[src/hw/rtl/tbpf_pkg.sv]
// Shared types and constants for the three-axis band-pass filter.
// Holds the controller state encoding, the command/status structs and CSR codes.
// No dependencies.
package tbpf_pkg;

   // Coefficient format: unsigned Q0.16
   localparam int COEF_W    = 16;
   localparam int FRAC_BITS = 16;

   // Number of axis inputs carried by every item
   localparam int NUM_IN_AXES = 3;

   // Configuration register indexes
   localparam int CSR_IDX_W = 1;
   localparam logic [CSR_IDX_W-1:0] CSR_HP_ALPHA = 1'd0;
   localparam logic [CSR_IDX_W-1:0] CSR_LP_ALPHA = 1'd1;

   // Coefficient reset values
   localparam logic [COEF_W-1:0] HP_ALPHA_RESET = 16'd58982;
   localparam logic [COEF_W-1:0] LP_ALPHA_RESET = 16'd32768;

   // Controller states, one-hot
   typedef enum logic [5:0] {
      ST_IDLE   = 6'b000001,
      ST_MUL_HP = 6'b000010,
      ST_ROUND  = 6'b000100,
      ST_MUL_LP = 6'b001000,
      ST_FINISH = 6'b010000,
      ST_WRITE  = 6'b100000
   } tbpf_state_type;

   // Commands from controller to datapath
   typedef struct packed {
      logic capture;    // take the input item, form the difference term
      logic prime;      // load history from the item (first IMU sample)
      logic mul_hp;     // high-pass product and history product
      logic round_hp;   // round the high-pass product
      logic mul_lp;     // low-pass product plus history product
      logic finish;     // round, saturate, update history
      logic write_out;  // load the result into the output register
   } tbpf_cmd_type;

   // Status from datapath to controller
   typedef struct packed {
      logic primed;
      logic out_free;
   } tbpf_stat_type;

endpackage

[src/hw/rtl/tbpf_ctrl.sv]
// Controller state machine for the three-axis band-pass filter.
// Sequences the datapath one item at a time; depends on tbpf_pkg.
module tbpf_ctrl (
   input  logic                    clock,
   input  logic                    reset,
   input  logic                    req_valid,
   input  logic                    req_is_imu,
   output logic                    req_stall,
   input  tbpf_pkg::tbpf_stat_type stat,
   output tbpf_pkg::tbpf_cmd_type  cmd
);

   tbpf_pkg::tbpf_state_type state_ff, state_in;
   logic accept;

   // Take a new item only when idle
   assign req_stall = (state_ff != tbpf_pkg::ST_IDLE);
   assign accept    = req_valid && !req_stall;

   // Decode commands from the state
   always_comb begin
      cmd           = '0;
      cmd.capture   = accept;
      cmd.prime     = accept && req_is_imu && !stat.primed;
      cmd.mul_hp    = (state_ff == tbpf_pkg::ST_MUL_HP);
      cmd.round_hp  = (state_ff == tbpf_pkg::ST_ROUND);
      cmd.mul_lp    = (state_ff == tbpf_pkg::ST_MUL_LP);
      cmd.finish    = (state_ff == tbpf_pkg::ST_FINISH);
      cmd.write_out = (state_ff == tbpf_pkg::ST_WRITE) && stat.out_free;
   end

   // Advance the state
   always_comb begin
      state_in = state_ff;
      unique case (state_ff)
         tbpf_pkg::ST_IDLE: begin
            if (accept) begin
               if (req_is_imu && stat.primed) state_in = tbpf_pkg::ST_MUL_HP;
               else                           state_in = tbpf_pkg::ST_WRITE;
            end
         end
         tbpf_pkg::ST_MUL_HP: state_in = tbpf_pkg::ST_ROUND;
         tbpf_pkg::ST_ROUND:  state_in = tbpf_pkg::ST_MUL_LP;
         tbpf_pkg::ST_MUL_LP: state_in = tbpf_pkg::ST_FINISH;
         tbpf_pkg::ST_FINISH: state_in = tbpf_pkg::ST_WRITE;
         tbpf_pkg::ST_WRITE: begin
            if (stat.out_free) state_in = tbpf_pkg::ST_IDLE;
         end
         default: state_in = tbpf_pkg::ST_IDLE;
      endcase
   end

   always_ff @(posedge clock) begin
      if (reset) state_ff <= tbpf_pkg::ST_IDLE;
      else       state_ff <= state_in;
   end

   // Filter sequence runs straight through to the write state
   a_finish_to_write: assert property (@(posedge clock) disable iff (reset)
      state_ff == tbpf_pkg::ST_FINISH |=> state_ff == tbpf_pkg::ST_WRITE)
      else $error("finish not followed by write");

   // A non-IMU transfer skips the filter
   a_pass_to_write: assert property (@(posedge clock) disable iff (reset)
      (accept && !req_is_imu) |=> state_ff == tbpf_pkg::ST_WRITE)
      else $error("passthrough item entered the filter sequence");

   // A filtered transfer needs a primed history
   a_filter_primed: assert property (@(posedge clock) disable iff (reset)
      (accept && req_is_imu && stat.primed) |=> state_ff == tbpf_pkg::ST_MUL_HP)
      else $error("primed IMU item did not start the filter");

   // A result write returns the controller to idle
   a_write_state: assert property (@(posedge clock) disable iff (reset)
      cmd.write_out |=> state_ff == tbpf_pkg::ST_IDLE)
      else $error("write did not return to idle");

endmodule

[config.mk]
export PLATFORM = sky130hd
export DESIGN_NAME = tbpf_ctrl
export DESIGN_NICKNAME = d
export VERILOG_FILES = /design/src/hw/rtl/tbpf_pkg.sv /design/src/hw/rtl/tbpf_ctrl.sv
export SDC_FILE = /design/constraint.sdc
export NUM_CORES = 1
export LEC_CHECK = 0
export BUFFER_PORTS_ARGS = -buffer_cell sky130_fd_sc_hd__clkbuf_2
export CAP_MARGIN = 20
export CORE_AREA = 2 2 39 41
export DETAILED_ROUTE_END_ITERATION = 6
export DIE_AREA = 0 0 41 43
export GPL_TIMING_DRIVEN = 0
export PLACE_DENSITY = 0.5
export SLEW_MARGIN = 20
export SYNTH_ARGS = -nofsm -noshare
export SYNTH_HDL_FRONTEND = slang
export SYNTH_SLANG_ARGS = --single-unit
[constraint.sdc]
create_clock -name clock -period 3.5 [get_ports clock]
set_input_delay 0.175 -clock clock [delete_from_list [all_inputs] [get_ports clock]]
set_output_delay 0.175 -clock clock [all_outputs]
set_load 0.02 [all_outputs]
Word-level counts from Yosys, hierarchy flattened. Cells that the tools add are included.

Input port bits: 6. Register bits after elaboration: 6.

Multiplexer cells: 4. Reductions and logical operators: 8. Equality and inequality tests: 9.

Operator list (number): case mux 6 bit (6 select lines) (1); 2-to-1 mux 6 bit (3); == test 6 x 1 -> 1 bit, second input constant (1); == test 6 x 2 -> 1 bit, second input constant (1); == test 6 x 3 -> 1 bit, second input constant (1); == test 6 x 4 -> 1 bit, second input constant (1); == test 6 x 5 -> 1 bit, second input constant (1); == test 6 bit, second input constant (1); inequality test 6 x 1 -> 1 bit, second input constant (1); logical AND 1 bit (5); inequality test 2 bit, second input constant (2); logical NOT 1 bit (2); AND reduction 2 bit (1).

Depth between registers and ports, before layout. Gate-level depths: netlist (run 1).

Word-level depth: 5. Depth in mapped cells: 4. Gate-level depth less buffers: 3.

Worst setup path before layout (run 1). OpenSTA, ideal clock, no wires.

Path type: register to output. Start: register state_ff[4]. End: output cmd[5] in the netlist's numbering. Path slack: 2.098 ns. Arrival time: 1.227 ns. Required time: 3.325 ns. Stages on the path, launching flop included: 4. Path through: dfxtp_1 nor4_4 nand3_2 nor3b_2.

RTL lines: start, declared (RTL line tbpf_ctrl.sv:13) `tbpf_pkg::tbpf_state_type state_ff, state_in;`; start signal, assigned (RTL line tbpf_ctrl.sv:54) `if (reset) state_ff <= tbpf_pkg::ST_IDLE;`; start signal, assigned (RTL line tbpf_ctrl.sv:55) `else state_ff <= state_in;`; end, declared (RTL line tbpf_ctrl.sv:10) `output tbpf_pkg::tbpf_cmd_type cmd`.

==> flow_summary.json, run 1 <==
{
  "status": "finished, final reports clean",
  "ant_nets": 0,
  "critPathKind": "flip-flop to primary output",
  "clk_pin_slew_ns": 0.04,
  "peakVddDrop_uv": 183,
  "grt_start_max_net_pins": 8,
  "holdPathStages": 2,
  "cp_max_fo": 7,
  "drv_cap": 0,
  "synth_area_sq_um": 385,
  "ys.flop_type": "dfxtp_1",
  "n_fill_cell": 153,
  "netlist_instances": 38,
  "ys_seq_area_frac": 0.312,
  "synth_edf_count": 0,
  "port_buffers": 13,
  "ys_types": 24,
  "drc_errors": 0,
  "largest-register": "state_ff",
  "yosys_warnings": 0,
  "slew_headroom": 0.728,
  "cp_num_cells": 4,
  "post_cts_buffers": 0,
  "synthArstFlopShare": 0,
  "cts.path.max_buffers": 2,
  "start_util": 0.278,
  "hold_path.class": "primary input to flip-flop",
  "fin_skew_ns": 0.000857,
  "place_worst_setup_slack_ns": 1.99,
  "pin_count": 14,
  "largest_register_ffs": 6,
  "reg2reg_depth": 3,
  "diodes": 0,
  "setup_violations": 0,
  "via_count": 361,
  "rsz0062_at_grt": "false",
  "drt-total-wl_um": 730,
  "cts_buffers": 3,
  "synth.most_common_cell": "dfxtp_1",
  "max_freq_mhz": 564,
  "ys_ff_latch": 6,
  "endpoint_kind": "primary output",
  "powerDensity_mw_per_mm2": 389,
  "fin_ws_ns": 1.73,
  "maxSlewViolCount": 0,
  "row_count": 14,
  "cp.arrival_ns": 1.60,
  "synthToLayoutAreaGrowth_pct": 27.9,
  "setup_tns_ns": 0,
  "crit_required_ns": 3.32,
  "die_w_um": 41,
  "fin_crit_sh": 0.507,
  "reg.largest.list": "state_ff: 6 flops",
  "max_slew.worst_pin.slew_ns": 0.404,
  "slowest_delay_ns": 0.42,
  "drt_iter0_drc": 7,
  "drive_gt1_frac": 0.444,
  "leakagePower_nw": 0.231,
  "track_usage": 0.107,
  "cts-root-buf": "clkbuf_4",
  "post_cts_resized": 0,
  "netlist.area_leader.share": 0.312,
  "grt_pass1_wl_um": 1200,
  "worstPathCellList": "nor4_4, nand3_2, nor3b_2, clkbuf_2",
  "grt-ovfl-total": 0,
  "cts.htree.levels": 1,
  "cp_slowest_cell": "nor4_4",
  "antenna_found_initial": 0,
  "nets": 62,
  "cts_hold_buf": 0,
  "viasPerCell": 5.16,
  "critical_path_buf_inv_count": 1,
  "synthTopCellsByArea": "dfxtp_1 31%, nor3b_2 9.7%, nor4b_2 7.8%",
  "cts_tree": "built",
  "crit_family": "simple AND/OR/NAND/NOR gates",
  "clock_sinks": 6,
  "coreArea_sq_mm": 0.00138,
  "synth_common_cells": "6 x dfxtp_1, 3 x and2_1, 3 x nor3b_2",
  "syn-num-nets": 44,
  "utilization": 0.356,
  "gp_congestion": 0.687,
  "start_kind": "flip-flop",
  "dp_hpwl_um": 587,
  "dieArea_sq_mm": 0.00176,
  "die_y_um": 43,
  "yosys.area.top_type": "dfxtp_1",
  "grt_pass1_vias": 318,
  "wl_per_cell_um": 10.4,
  "period_needed_ns": 1.77,
  "clkLatencyLatePin_ns": 0.25,
  "drtPass1Iterations": 4,
  "syn_avg_cell_area_sq_um": 10.1,
  "hold_viol": 0
}
[final cells by class]
| type | count | area [sq um] | area share |
|---|---|---|---|
| plain buffers | 1 | 7.51 | 0.0152 |
| clock buffers | 3 | 22.5 | 0.0457 |
| inverters | 1 | 3.75 | 0.00761 |
| multi-input cells | 30 | 254 | 0.515 |
| flip-flops and latches | 6 | 120 | 0.244 |
| well taps | 16 | 20.0 | 0.0406 |
| repair buffers | 13 | 65.1 | 0.132 |
[layer usage]
metal / GRT usage / vias up / share of wire
met5: 0 / - / 0
met4: 0.120 / 0 / 0.047
met3: 0.0366 / 4 / 0.052
met2: 0.147 / 12 / 0.48
met1: 0.110 / 171 / 0.42
li1: - / 174 / -
[metrics by stage]
step / total power [mW] / instance area [sq um] / std cells / hold WS [ns]
floorplan: 0.115 / 385 / 38 / 0.252
global placement: 0.129 / 470 / 67 / 0.397
detailed placement: 0.129 / 470 / 67 / 0.401
CTS: 0.193 / 493 / 70 / 0.138
global route: 0.203 / 493 / 70 / 0.151
finish: 0.192 / 493 / 70 / 0.139
[power by group]
group / switching, mW / internal [mW] / leakage, nW
logic: 0.0242 / 0.0225 / 0.168
clock network: 0.0258 / 0.0388 / 0.0138
registers: 0.00831 / 0.0723 / 0.0488
total: 0.0583 / 0.134 / 0.231
[worst reg2reg max path: stages, from the launching register on]
cell	delay, ns
dfxtp_1	0.39
nor4_4	0.42
a21oi_1	0.19
and2_1	0.19
[logic make-up after synthesis]
family	after synthesis	share of synthesized area
xor gates and xnor gates	1	0.0227
AOI/OAI and AO/OA	6	0.117
and+or+nand+nor	23	0.520
DFF	6	0.312
buffers and inverters	2	0.0292
[cell usage in the layout (no fill, tap or decap), types with 2 or more instances in the layout]
cell type / instances
clkbuf_2: 13
dfxtp_1: 6
nor3b_2: 3
and2_1: 3
clkbuf_4: 3
nor4b_2: 2
nor2b_1: 2
nand2_1: 2
nor3b_1: 2
o21a_1: 2
[final timing paths]
kind	startpoint	endpoint	slack, ns
max	state_ff[4]$_SDFFE_PP0P_	cmd[5]	1.73
min	reset	state_ff[1]$_SDFFE_PP0P_	0.14
max reg2reg	state_ff[4]$_SDFFE_PP0P_	state_ff[4]$_SDFFE_PP0P_	2.20
min reg2reg	state_ff[3]$_SDFFE_PP0P_	state_ff[1]$_SDFFE_PP0P_	0.71
(Power assumes the default switching activity.)
==> run 2, diff against run 1 <==
PLACE_DENSITY = 0.52   (was 0.5)
clock period = 1.4 ns   (was 3.5 ns; I/O delays follow)
==> run 2 against run 1 <==
Effect of this change:
- the flow now finishes with violations (negative setup slack)
- cell area is 29% higher
- clock skew rose by 0.0012 ns
- worst setup slack got worse by 1.8 ns
- register-to-register slack worse by 2.2 ns
- global-route usage is 1.3 points higher
- hold slack worse by 0.097 ns
- combinational power grew to 3.9 times the previous value
- critical path depth unchanged
- via count up 6.4%
- final cell count is 8.6% higher
==> flow_summary.json, run 2 (synthesized netlist as in run 1, its figures left out) <==
{
  "gp_congestion": 0.686,
  "port_buffers": 13,
  "clkPwrFrac": 0.294,
  "die_y_um": 43,
  "cts_buffers": 3,
  "fin_skew_ns": 0.00207,
  "reg.largest.list": "state_ff: 6 flops",
  "maxSlewViolCount": 0,
  "diodes": 0,
  "grt_pass1_vias": 354,
  "peakVddDrop_uv": 412,
  "hold_viol": 0,
  "cts_hold_buf": 0,
  "largest-register": "state_ff",
  "setup_violations": 3,
  "cp.arrival_ns": 1.44,
  "leakagePower_nw": 0.281,
  "endpoint_kind": "primary output",
  "setup_tns_ns": -0.234,
  "coreArea_sq_mm": 0.00138,
  "place_area_sq_um": 470,
  "violations": "negative setup slack",
  "via_count": 384,
  "clk_pin_slew_ns": 0.05,
  "track_usage": 0.119,
  "place_inst": 67,
  "cp_max_fo": 5,
  "hold_path.class": "primary input to flip-flop",
  "dieArea_sq_mm": 0.00176,
  "drt_iter0_drc": 5,
  "start_util": 0.278,
  "cts-root-buf": "clkbuf_4",
  "fin_crit_sh": 1.08,
  "max_freq_mhz": 663,
  "grt-ovfl-total": 0,
  "switching_power_mw": 0.168,
  "min_from": "reset",
  "drive_gt1_frac": 0.650,
  "dp_hpwl_um": 605,
  "utilization": 0.461,
  "reg2reg_to": "state_ff[4]$_SDFFE_PP0P_",
  "reg2reg_depth": 5,
  "grt_start_max_net_pins": 8,
  "slew_headroom": 0.753,
  "powerDensity_mw_per_mm2": 860,
  "synthToLayoutAreaGrowth_pct": 65.6,
  "fin_ws_ns": -0.109,
  "cts.path.max_buffers": 2,
  "largest_register_ffs": 6,
  "power_frac_comb": 0.333,
  "ant_nets": 0,
  "antenna_found_initial": 0,
  "ff2ff_setup_slack_ns": 0.05,
  "pin_count": 14,
  "drv_cap": 0,
  "min_to": "state_ff[1]$_SDFFE_PP0P_",
  "drt-total-wl_um": 981,
  "design_area_sq_um": 638,
  "clkLatencyLatePin_ns": 0.24,
  "cts.htree.levels": 1,
  "rsz0062_at_grt": "true",
  "holdPathStages": 2,
  "cts_tree": "built",
  "critPathKind": "flip-flop to primary output",
  "final_common_cell": "buf_4",
  "die_w_um": 41,
  "row_count": 14,
  "crit_required_ns": 1.33,
  "intPower_mw": 0.381,
  "clock_sinks": 6,
  "grt_pass1_wl_um": 1440,
  "viasPerCell": 5.05,
  "instances_no_fill": 76,
  "final_cell_mix": "10 x buf_4, 6 x clkbuf_2, 5 x dfxtp_4",
  "seq_power_share": 0.373,
  "nets": 68,
  "period_needed_ns": 1.51,
  "start_kind": "flip-flop",
  "status": "finished with violations",
  "swShare": 0.305,
  "rr_startpoint": "state_ff[5]$_SDFFE_PP0P_",
  "drtPass1Iterations": 4,
  "max_slew.worst_pin.slew_ns": 0.362,
  "wl_per_cell_um": 12.9,
  "drc_errors": 0
}
[run 2: per-stage QoR]
stage | worst slack (ns) | power (mW) | hold slack [ns]
6_report | -0.109 | 0.549 | 0.0414
3_3_place_gp | -0.00738 | 0.323 | 0.298
2_1_floorplan | 0.103 | 0.287 | 0.147
3_5_place_dp | -0.0140 | 0.323 | 0.299
5_1_grt | -0.155 | 0.582 | 0.0486
4_1_cts | -0.0948 | 0.525 | 0.0297
[run 2: power by group through the flow]
| stage | Clock (mW) | Sequential (mW) | Combinational (mW) |
|---|---|---|---|
| after floorplan | 0 | 0.200 | 0.0865 |
| after global placement | 0 | 0.204 | 0.118 |
| after detailed placement | 0 | 0.204 | 0.119 |
| after CTS | 0.169 | 0.204 | 0.151 |
| after global routing | 0.181 | 0.206 | 0.195 |
| final | 0.161 | 0.205 | 0.183 |
[run 2: critical path: stages (launching register included)]
cell      delay, ns
dfxtp_4        0.36
nor4_4         0.33
buf_4          0.18
and3b_1        0.18
clkbuf_8       0.15
[run 2: cell type report]
type	count	area, sq um
Timing Repair Buffer	20	155
Inverter	1	3.75
Tap cell	16	20.0
Clock buffer	3	22.5
Multi-Input combinational cell	30	297
Sequential cell	6	140
Fill cell	138	746
[run 2: per-layer routing]
metal  GRT usage  wire length, um  share of wire
met5           0                0              0
met4      0.0600               10          0.010
met3      0.0314               20          0.020
met2       0.191              546           0.56
met1       0.138              404           0.41
[run 2: what timing repair did]
action / CTS / global route
resized for setup: 15 / 19
endpoints found under the setup margin: 7 / 8
gates cloned: 0 / 0
setup buffers: 5 / 2
pin swaps: 4 / 4
[run 2: worst max path at each step]
stage | start | slack (ns) | cells past startpoint | to
after floorplan | state_ff[4]$_SDFFE_PP0P_ | 0.10 | 3 | cmd[5]
after global placement | state_ff[4]$_SDFFE_PP0P_ | -0.007 | 4 | cmd[5]
after detailed placement | state_ff[4]$_SDFFE_PP0P_ | -0.01 | 4 | cmd[5]
after CTS | state_ff[3]$_SDFFE_PP0P_ | -0.09 | 4 | cmd[5]
after global routing | state_ff[5]$_SDFFE_PP0P_ | -0.16 | 4 | cmd[4]
final | state_ff[5]$_SDFFE_PP0P_ | -0.11 | 4 | cmd[4]
